===== config.mk =====
export PLATFORM = sky130hd
export DESIGN_NAME = line_follower_mode_controller
export DESIGN_NICKNAME = d
export VERILOG_FILES = /design/src/hw/rtl/lfmc_pkg.sv /design/src/hw/rtl/lfmc_classify.sv /design/src/hw/rtl/lfmc_update.sv /design/src/hw/rtl/line_follower_mode_controller.sv
export SDC_FILE = /design/constraint.sdc
export NUM_CORES = 1
export LEC_CHECK = 0
export ABC_AREA = 1
export BUFFER_PORTS_ARGS = -buffer_cell sky130_fd_sc_hd__buf_4
export CAP_MARGIN = 10
export CORE_MARGIN = 1
export CORE_UTILIZATION = 40
export CTS_BUF_LIST = sky130_fd_sc_hd__clkbuf_8
export DETAILED_ROUTE_END_ITERATION = 7
export PLACE_DENSITY_LB_ADDON = 0.05
export SLEW_MARGIN = 20
export SYNTH_ARGS = -nofsm -noshare
export SYNTH_HDL_FRONTEND = slang
export SYNTH_SLANG_ARGS = --single-unit

===== constraint.sdc =====
create_clock -name clock -period 4.72 [get_ports clock]
set_clock_uncertainty 0.2 [all_clocks]
set_input_delay 0.708 -clock clock [delete_from_list [all_inputs] [get_ports clock]]
set_output_delay 0.708 -clock clock [all_outputs]
set_load 0.03 [all_outputs]

===== src/hw/rtl/lfmc_pkg.sv =====
`timescale 1ns / 1ps
`default_nettype none

package lfmc_pkg;

   typedef enum logic [1:0] {
      MODE_STANDBY  = 2'd0,
      MODE_TRACKING = 2'd1,
      MODE_LOST     = 2'd2
   } mode_type;

   typedef enum logic [2:0] {
      CLS_DARK    = 3'd0,
      CLS_RED     = 3'd1,
      CLS_GREEN   = 3'd2,
      CLS_BLUE    = 3'd3,
      CLS_YELLOW  = 3'd4,
      CLS_CYAN    = 3'd5,
      CLS_MAGENTA = 3'd6,
      CLS_WHITE   = 3'd7
   } class_type;

   typedef enum logic [1:0] {
      WHEEL_FWD   = 2'd0,
      WHEEL_REV   = 2'd1,
      WHEEL_BRAKE = 2'd2,
      WHEEL_COAST = 2'd3
   } wheel_type;

   typedef enum logic [1:0] {
      LAMP_NONE  = 2'd0,
      LAMP_FRONT = 2'd1,
      LAMP_REAR  = 2'd2,
      LAMP_BOTH  = 2'd3
   } lamp_type;

   localparam logic OP_TICK   = 1'b0;
   localparam logic OP_BUMPER = 1'b1;

   localparam logic [5:0]  BUMPER_START_ONLY = 6'd1;
   localparam logic [15:0] LOST_LIMIT_RESET  = 16'd750;

   localparam int unsigned REQ_DATA_W = 16;
   localparam int unsigned RSP_DATA_W = 16;

   // mode in the lowest bits, lamp pattern in the highest
   typedef struct packed {
      lamp_type  lamp_pattern;
      wheel_type right_wheel;
      wheel_type left_wheel;
      class_type rgb_shown;
      logic      indicator_on;
      class_type steer_class;
      mode_type  mode;
   } status_type;

endpackage

`default_nettype wire


===== src/hw/rtl/lfmc_classify.sv =====
`timescale 1ns / 1ps
`default_nettype none

module lfmc_classify (
   input  wire logic [7:0]         sensor_bits,
   output lfmc_pkg::class_type     steer_class
);
   import lfmc_pkg::*;

   logic [2:0] l_cnt;
   logic [2:0] r_cnt;

   assign r_cnt = {2'b00, sensor_bits[0]} + {2'b00, sensor_bits[1]}
                + {2'b00, sensor_bits[2]} + {2'b00, sensor_bits[3]};
   assign l_cnt = {2'b00, sensor_bits[4]} + {2'b00, sensor_bits[5]}
                + {2'b00, sensor_bits[6]} + {2'b00, sensor_bits[7]};

   always_comb begin
      if (l_cnt == 3'd0 && r_cnt == 3'd0) begin
         steer_class = CLS_WHITE;
      end else if ((l_cnt != 3'd0 && r_cnt == 3'd0) || l_cnt > r_cnt + 3'd1) begin
         steer_class = (r_cnt == 3'd0) ? CLS_RED : CLS_YELLOW;
      end else if ((r_cnt != 3'd0 && l_cnt == 3'd0) || r_cnt > l_cnt + 3'd1) begin
         steer_class = (l_cnt == 3'd0) ? CLS_BLUE : CLS_CYAN;
      end else begin
         steer_class = CLS_GREEN;
      end
   end

endmodule

`default_nettype wire


===== src/hw/rtl/lfmc_update.sv =====
`timescale 1ns / 1ps
`default_nettype none

module lfmc_update (
   input  wire logic                clock,
   input  wire logic                reset,
   input  wire logic                step,
   input  wire logic                op,
   input  wire lfmc_pkg::class_type steer_class,
   input  wire logic [5:0]          bumper_mask,
   input  wire logic                csr_wr_en,
   input  wire logic [15:0]         csr_wr_data,
   output lfmc_pkg::status_type     status_next
);
   import lfmc_pkg::*;

   mode_type   mode_ff,  mode_in, mode_mid;
   class_type  class_ff, class_in;
   class_type  rgb_ff,   rgb_in;
   wheel_type  left_ff,  left_in;
   wheel_type  right_ff, right_in;
   lamp_type   lamp_ff,  lamp_in;
   logic       blink_ff, blink_in;
   logic       ind_ff,   ind_in;
   logic [15:0] lost_cnt_ff, lost_cnt_in;
   logic [15:0] lost_limit_ff;

   // next mode and lost timer
   always_comb begin
      mode_mid    = mode_ff;
      mode_in     = mode_ff;
      class_in    = class_ff;
      lost_cnt_in = lost_cnt_ff;
      if (op == OP_TICK) begin
         mode_mid = (mode_ff == MODE_LOST) ? MODE_TRACKING : mode_ff;
         class_in = steer_class;
         if (steer_class == CLS_WHITE && mode_mid == MODE_TRACKING) begin
            mode_mid = MODE_LOST;
         end
         if (mode_mid != MODE_LOST) begin
            lost_cnt_in = '0;
         end else if (lost_cnt_ff != '1) begin
            lost_cnt_in = lost_cnt_ff + 16'd1;
         end
         mode_in = (lost_cnt_in >= lost_limit_ff) ? MODE_STANDBY : mode_mid;
      end else begin
         if (bumper_mask == BUMPER_START_ONLY && mode_ff == MODE_STANDBY) begin
            mode_in = MODE_TRACKING;
         end else if (mode_ff == MODE_TRACKING || mode_ff == MODE_LOST) begin
            mode_in = MODE_STANDBY;
         end
      end
   end

   // drive values for the mode reached on a tick; bumper items hold them
   always_comb begin
      blink_in = blink_ff;
      ind_in   = ind_ff;
      rgb_in   = rgb_ff;
      left_in  = left_ff;
      right_in = right_ff;
      lamp_in  = lamp_ff;
      if (op == OP_TICK) begin
         unique case (mode_in)
            MODE_STANDBY: begin
               ind_in   = blink_ff;
               blink_in = ~blink_ff;
               rgb_in   = class_in;
               left_in  = WHEEL_COAST;
               right_in = WHEEL_COAST;
               lamp_in  = LAMP_NONE;
            end
            MODE_TRACKING: begin
               ind_in  = 1'b1;
               rgb_in  = class_in;
               lamp_in = LAMP_FRONT;
               case (class_in)
                  CLS_RED: begin
                     left_in  = WHEEL_REV;
                     right_in = WHEEL_FWD;
                  end
                  CLS_YELLOW: begin
                     left_in  = WHEEL_COAST;
                     right_in = WHEEL_FWD;
                  end
                  CLS_GREEN: begin
                     left_in  = WHEEL_FWD;
                     right_in = WHEEL_FWD;
                  end
                  CLS_CYAN: begin
                     left_in  = WHEEL_FWD;
                     right_in = WHEEL_COAST;
                  end
                  CLS_BLUE: begin
                     left_in  = WHEEL_FWD;
                     right_in = WHEEL_REV;
                  end
                  default: begin
                  end
               endcase
            end
            MODE_LOST: begin
               ind_in   = 1'b0;
               rgb_in   = CLS_WHITE;
               left_in  = WHEEL_REV;
               right_in = WHEEL_REV;
               lamp_in  = LAMP_REAR;
            end
            default: begin
            end
         endcase
      end
   end

   always_ff @(posedge clock) begin
      if (reset) begin
         mode_ff     <= MODE_STANDBY;
         class_ff    <= CLS_DARK;
         blink_ff    <= 1'b0;
         lost_cnt_ff <= '0;
         left_ff     <= WHEEL_COAST;
         right_ff    <= WHEEL_COAST;
         lamp_ff     <= LAMP_NONE;
         ind_ff      <= 1'b0;
         rgb_ff      <= CLS_DARK;
      end else if (step) begin
         mode_ff     <= mode_in;
         class_ff    <= class_in;
         blink_ff    <= blink_in;
         lost_cnt_ff <= lost_cnt_in;
         left_ff     <= left_in;
         right_ff    <= right_in;
         lamp_ff     <= lamp_in;
         ind_ff      <= ind_in;
         rgb_ff      <= rgb_in;
      end
   end

   always_ff @(posedge clock) begin
      if (reset) begin
         lost_limit_ff <= LOST_LIMIT_RESET;
      end else if (csr_wr_en) begin
         lost_limit_ff <= csr_wr_data;
      end
   end

   always_comb begin
      status_next.mode         = mode_in;
      status_next.steer_class  = class_in;
      status_next.indicator_on = ind_in;
      status_next.rgb_shown    = rgb_in;
      status_next.left_wheel   = left_in;
      status_next.right_wheel  = right_in;
      status_next.lamp_pattern = lamp_in;
   end

endmodule

`default_nettype wire


===== src/hw/rtl/line_follower_mode_controller.sv =====
// an accepted item waits in the input register; its result then goes to the result register
// throughput: one item per cycle while the receiver takes results, limited by the mode and timer update
// rsp_tready low holds the result register; the input register still takes one more item
// reset (synchronous, active high) returns standby, dark, wheels coasting, lamps off,
// a cleared lost timer and a lost limit of 750
`timescale 1ns / 1ps
`default_nettype none

module line_follower_mode_controller (
   input  wire logic                                clock,
   input  wire logic                                reset,
   input  wire logic                                req_tvalid,
   output      logic                                req_tready,
   // sensor_bits [7:0], bumper_mask [13:8], zero [15:14]
   input  wire logic [lfmc_pkg::REQ_DATA_W-1:0]     req_tdata,
   // op [0]
   input  wire logic                                req_tuser,
   output      logic                                rsp_tvalid,
   input  wire logic                                rsp_tready,
   // mode [1:0], steer_class [4:2], indicator_on [5], rgb_shown [8:6],
   // left_wheel [10:9], right_wheel [12:11], lamp_pattern [14:13], zero [15]
   output      logic [lfmc_pkg::RSP_DATA_W-1:0]     rsp_tdata,
   input  wire logic                                csr_wr_en,
   input  wire logic [15:0]                         csr_wr_data
);
   import lfmc_pkg::*;

   logic       in_valid_ff, in_valid_in;
   logic       op_ff;
   logic [7:0] sensor_ff;
   logic [5:0] bumper_ff;
   logic       rsp_valid_ff, rsp_valid_in;
   status_type status_ff;
   status_type status_next;
   class_type  steer_class;
   logic       out_free;
   logic       step;

   assign out_free   = ~rsp_valid_ff | rsp_tready;
   assign step       = in_valid_ff & out_free;
   assign req_tready = ~in_valid_ff | out_free;

   assign in_valid_in  = req_tready ? req_tvalid : in_valid_ff;
   assign rsp_valid_in = out_free ? in_valid_ff : rsp_valid_ff;

   always_ff @(posedge clock) begin
      if (reset) begin
         in_valid_ff  <= 1'b0;
         rsp_valid_ff <= 1'b0;
      end else begin
         in_valid_ff  <= in_valid_in;
         rsp_valid_ff <= rsp_valid_in;
      end
   end

   always_ff @(posedge clock) begin
      if (req_tvalid && req_tready) begin
         op_ff     <= req_tuser;
         sensor_ff <= req_tdata[7:0];
         bumper_ff <= req_tdata[13:8];
      end
      if (step) begin
         status_ff <= status_next;
      end
   end

   lfmc_classify u_classify (
      .sensor_bits (sensor_ff),
      .steer_class (steer_class)
   );

   lfmc_update u_update (
      .clock       (clock),
      .reset       (reset),
      .step        (step),
      .op          (op_ff),
      .steer_class (steer_class),
      .bumper_mask (bumper_ff),
      .csr_wr_en   (csr_wr_en),
      .csr_wr_data (csr_wr_data),
      .status_next (status_next)
   );

   assign rsp_tvalid = rsp_valid_ff;
   assign rsp_tdata  = {1'b0, status_ff};

endmodule

`default_nettype wire


==> run_results.csv <==
group,metric,value,unit
status,status,"finished clean",
route,vias,3583,
global_route,globalRouteOverflowTotal,0,
route,first_pass_iters,4,
logic_synthesis,syn-cell-area,4310,um2
die,io_pins,56,
worst_setup_path,max_stage_delay,0.38,ns
logic_synthesis,yosysSeqAreaShare,44.1,%
timing,rsz0062_at_grt,"no",
worst_setup_path,worst-path-max-fanout,6,
clock_network,clockBufferDepth,2,
die,die-area,11200,um2
timing,setup_violations,0,
logic_synthesis,synth_cell_types,36,
route,wire_per_inst,12.4,um
route,wl_met2,4570,um
clock_network,cts_root_buf,"clkbuf_8",
place,place_congestion,0.810,
timing,fmax,233,MHz
worst_setup_path,crit_top_cell,"inv_1",
logic_synthesis,ys.flop_type,"dfxtp_1",
clock_network,cts_buffers,9,
global_route,antenna_found_initial,0,
worst_setup_path,crit_path_start_kind,"flip-flop",
global_route,grt_pass1_vias,3489,
global_route,grt_use_total,17.9,%
worst_setup_path,r2r_slack,0.44,ns
clock_network,cts_tree,"built",
die,start_util,41.6,%
timing,layout_min_cycle_time,4.28,ns
route,topRoutingLayerUsed,"met4",
finish,antenna_cells,0,
logic_synthesis,syn_nets,609,
timing,worst_pin_slew,0.957,ns
logic_synthesis,synth-async-reset-ratio,0,%
route,wl_met3,231,um
pwr,pwr_density_cell,333,nW/um2
die,die_h,106,um
clock_network,htreeDepth,3,
finish,fin_area,5210,um2
die,die_w,106,um
worst_setup_path,required,4.64,ns
route,vias_per_cell,4.84,
flow_run,maxCapViolCount,0,
worst_setup_path,cp_data_arrival_time,4.20,ns
timing,hold_viol_final,0,
finish,drive_above_1_share,20.7,%
timing,min_period_over_period,90.8,%
finish,layout_common_cells,"92 x nand2_1, 87 x inv_1, 65 x buf_4",
finish,layout.nets,673,
worst_setup_path,worst_path_max_delay_cell,"edfxtp_1",
pwr,fin_total_pwr,0.00173,W
clock_network,clock-sinks,80,
logic_synthesis,synthCells,535,
finish,layout_commonest_cell,"nand2_1",
timing,fin_hold_ws,0.265,ns
route,ant_nets,0,
place,dp_slack,0.106,ns
route,drtIter0Drc,109,
place,postPlaceCellArea,4910,um2
worst_hold_path,min_path_type,"flip-flop to flip-flop",
place,place_hpwl,6580,um
logic_synthesis,synth_area_per_cell,8.06,um2
worst_setup_path,critPathBufInv,9,
global_route,grt_max_degree,38,
finish,area_growth,20.8,%
finish,nFillCells,1067,
timing,drv_slew,0,
route,wirelength,9170,um
pwr,vdd_drop_max,0.136,mV
pwr,leakage,2.54,nW
logic_synthesis,synth-edff-count,30,
route,route.detailed.drc,0,
logic_synthesis,ys_ff_latch,80,
die,num_rows,37,
worst_setup_path,crit_type,"flip-flop to flip-flop",
route,wl_met1,4190,um
clock_network,path_clk_slew,0.08,ns
timing,maxSlewHeadroom,36.1,%
worst_setup_path,path_delay_family,"adder cells",
clock_network,clk_latency,0.36,ns
logic_synthesis,yosysWarnings,0,
global_route,grt_pass1_wl,15800,um
die,fp.coreArea,10400,um2
worst_setup_path,endpoint_kind,"flip-flop",
place,numPortBuffers,52,
timing,finalSetupTns,0,ns
timing,setup_ws,0.436,ns
[layer usage]
metal  vias up  global-route usage, %
li1       1877                      -
met1      1654                   21.5
met2        41                   31.0
met3        11                   2.84
met4         0                   8.83
met5         -                      0
[power breakdown]
group | internal, W | total (W) | switching, W
combinational | 0.000150 | 0.000406 | 0.000256
clock | 0.000290 | 0.000534 | 0.000245
sequential | 0.000773 | 0.000795 | 0.0000221
total | 0.00121 | 0.00173 | 0.000522
[stage by stage]
| step | util (%) | cells |
|---|---|---|
| after floorplan | - | 535 |
| after global placement | 47.4 | 722 |
| after detailed placement | 47.4 | 722 |
| after CTS | 49.4 | 738 |
| after global routing | 50.3 | 740 |
| final | 50.3 | 740 |
[final timing paths]
path,startpoint,endpoint,cells after the start
max,sensor_ff[1]$_DFFE_PP_,rsp_tdata[7]$_DFFE_PP_,31
min,u_update.lost_limit_ff[10]$_SDFFE_PP0P_,u_update.lost_limit_ff[10]$_SDFFE_PP0P_,2
max reg2reg,sensor_ff[1]$_DFFE_PP_,rsp_tdata[7]$_DFFE_PP_,31
min reg2reg,u_update.lost_limit_ff[10]$_SDFFE_PP0P_,u_update.lost_limit_ff[10]$_SDFFE_PP0P_,2
[sequential cells by signal (all words and copies together) (netlist names)]
signal	flops
rsp_tdata	15
u_update.rgb_ff	3
u_update.lost_limit_ff	16
u_update.ind_ff	1
u_update.class_ff	3
rsp_tvalid	1
u_update.right_ff	2
u_update.mode_ff	2
op_ff	1
bumper_ff	6
u_update.blink_ff	1
u_update.lost_cnt_ff	16
in_valid_ff	1
sensor_ff	8
u_update.lamp_ff	2
u_update.left_ff	2
[cells by family (layout without fill, tap and decap cells)]
family	Yosys count	in the layout	share of synthesized area [%]
flops	80	80	44.1
buf+inv	117	186	10.3
xor+xnor	10	10	2.03
fa+ha+maj	36	36	11.1
simple gates	168	168	17.4
compound gates	123	123	15.0
other cells	1	1	0.0869
[tightest hold or removal path, cell delays in order (launching register included)]
cell and delay [ns]:
dfxtp_1 0.30, inv_1 0.06, a21oi_1 0.06
[what timing repair did]
action                                 CTS  global route
buffers inserted                         0             1
resized for setup                        0            26
hold buffers                             0             0
setup endpoints to repair                0            25
endpoints found under the hold margin    0             0
[cells in the mapped netlist (2+ instances only)]
cell type | number | area share [%]
a21oi_1 | 55 | 6.4
a21oi_2 | 4 | 0.81
clkbuf_1 | 11 | 0.96
clkinv_1 | 2 | 0.17
dfxtp_1 | 50 | 23
edfxtp_1 | 30 | 21
fa_1 | 4 | 1.9
ha_1 | 32 | 9.3
inv_1 | 87 | 7.6
inv_2 | 14 | 1.2
nand2_1 | 101 | 8.8
nand3_1 | 24 | 2.8
nand4_1 | 9 | 1.3
nor2_1 | 19 | 1.7
nor3_1 | 6 | 0.70
nor3_2 | 2 | 0.46
o21ai_0 | 43 | 5.0
o21ai_1 | 14 | 1.6
o22ai_1 | 2 | 0.29
xor2_1 | 10 | 2.0
[layout make-up]
type	count	area [um2]	share of cell area [%]
clock buffers	9	124	2.38
repair buffers	66	499	9.58
repair inverters	1	5.00	0.0960
multi-input cells	338	2040	39.1
inverters	103	392	7.52
flip-flops and latches	80	1900	36.5
well taps	136	170	3.27
clock inverters	7	80.1	1.54
No activity file was read; power rests on OpenSTA's default activity.
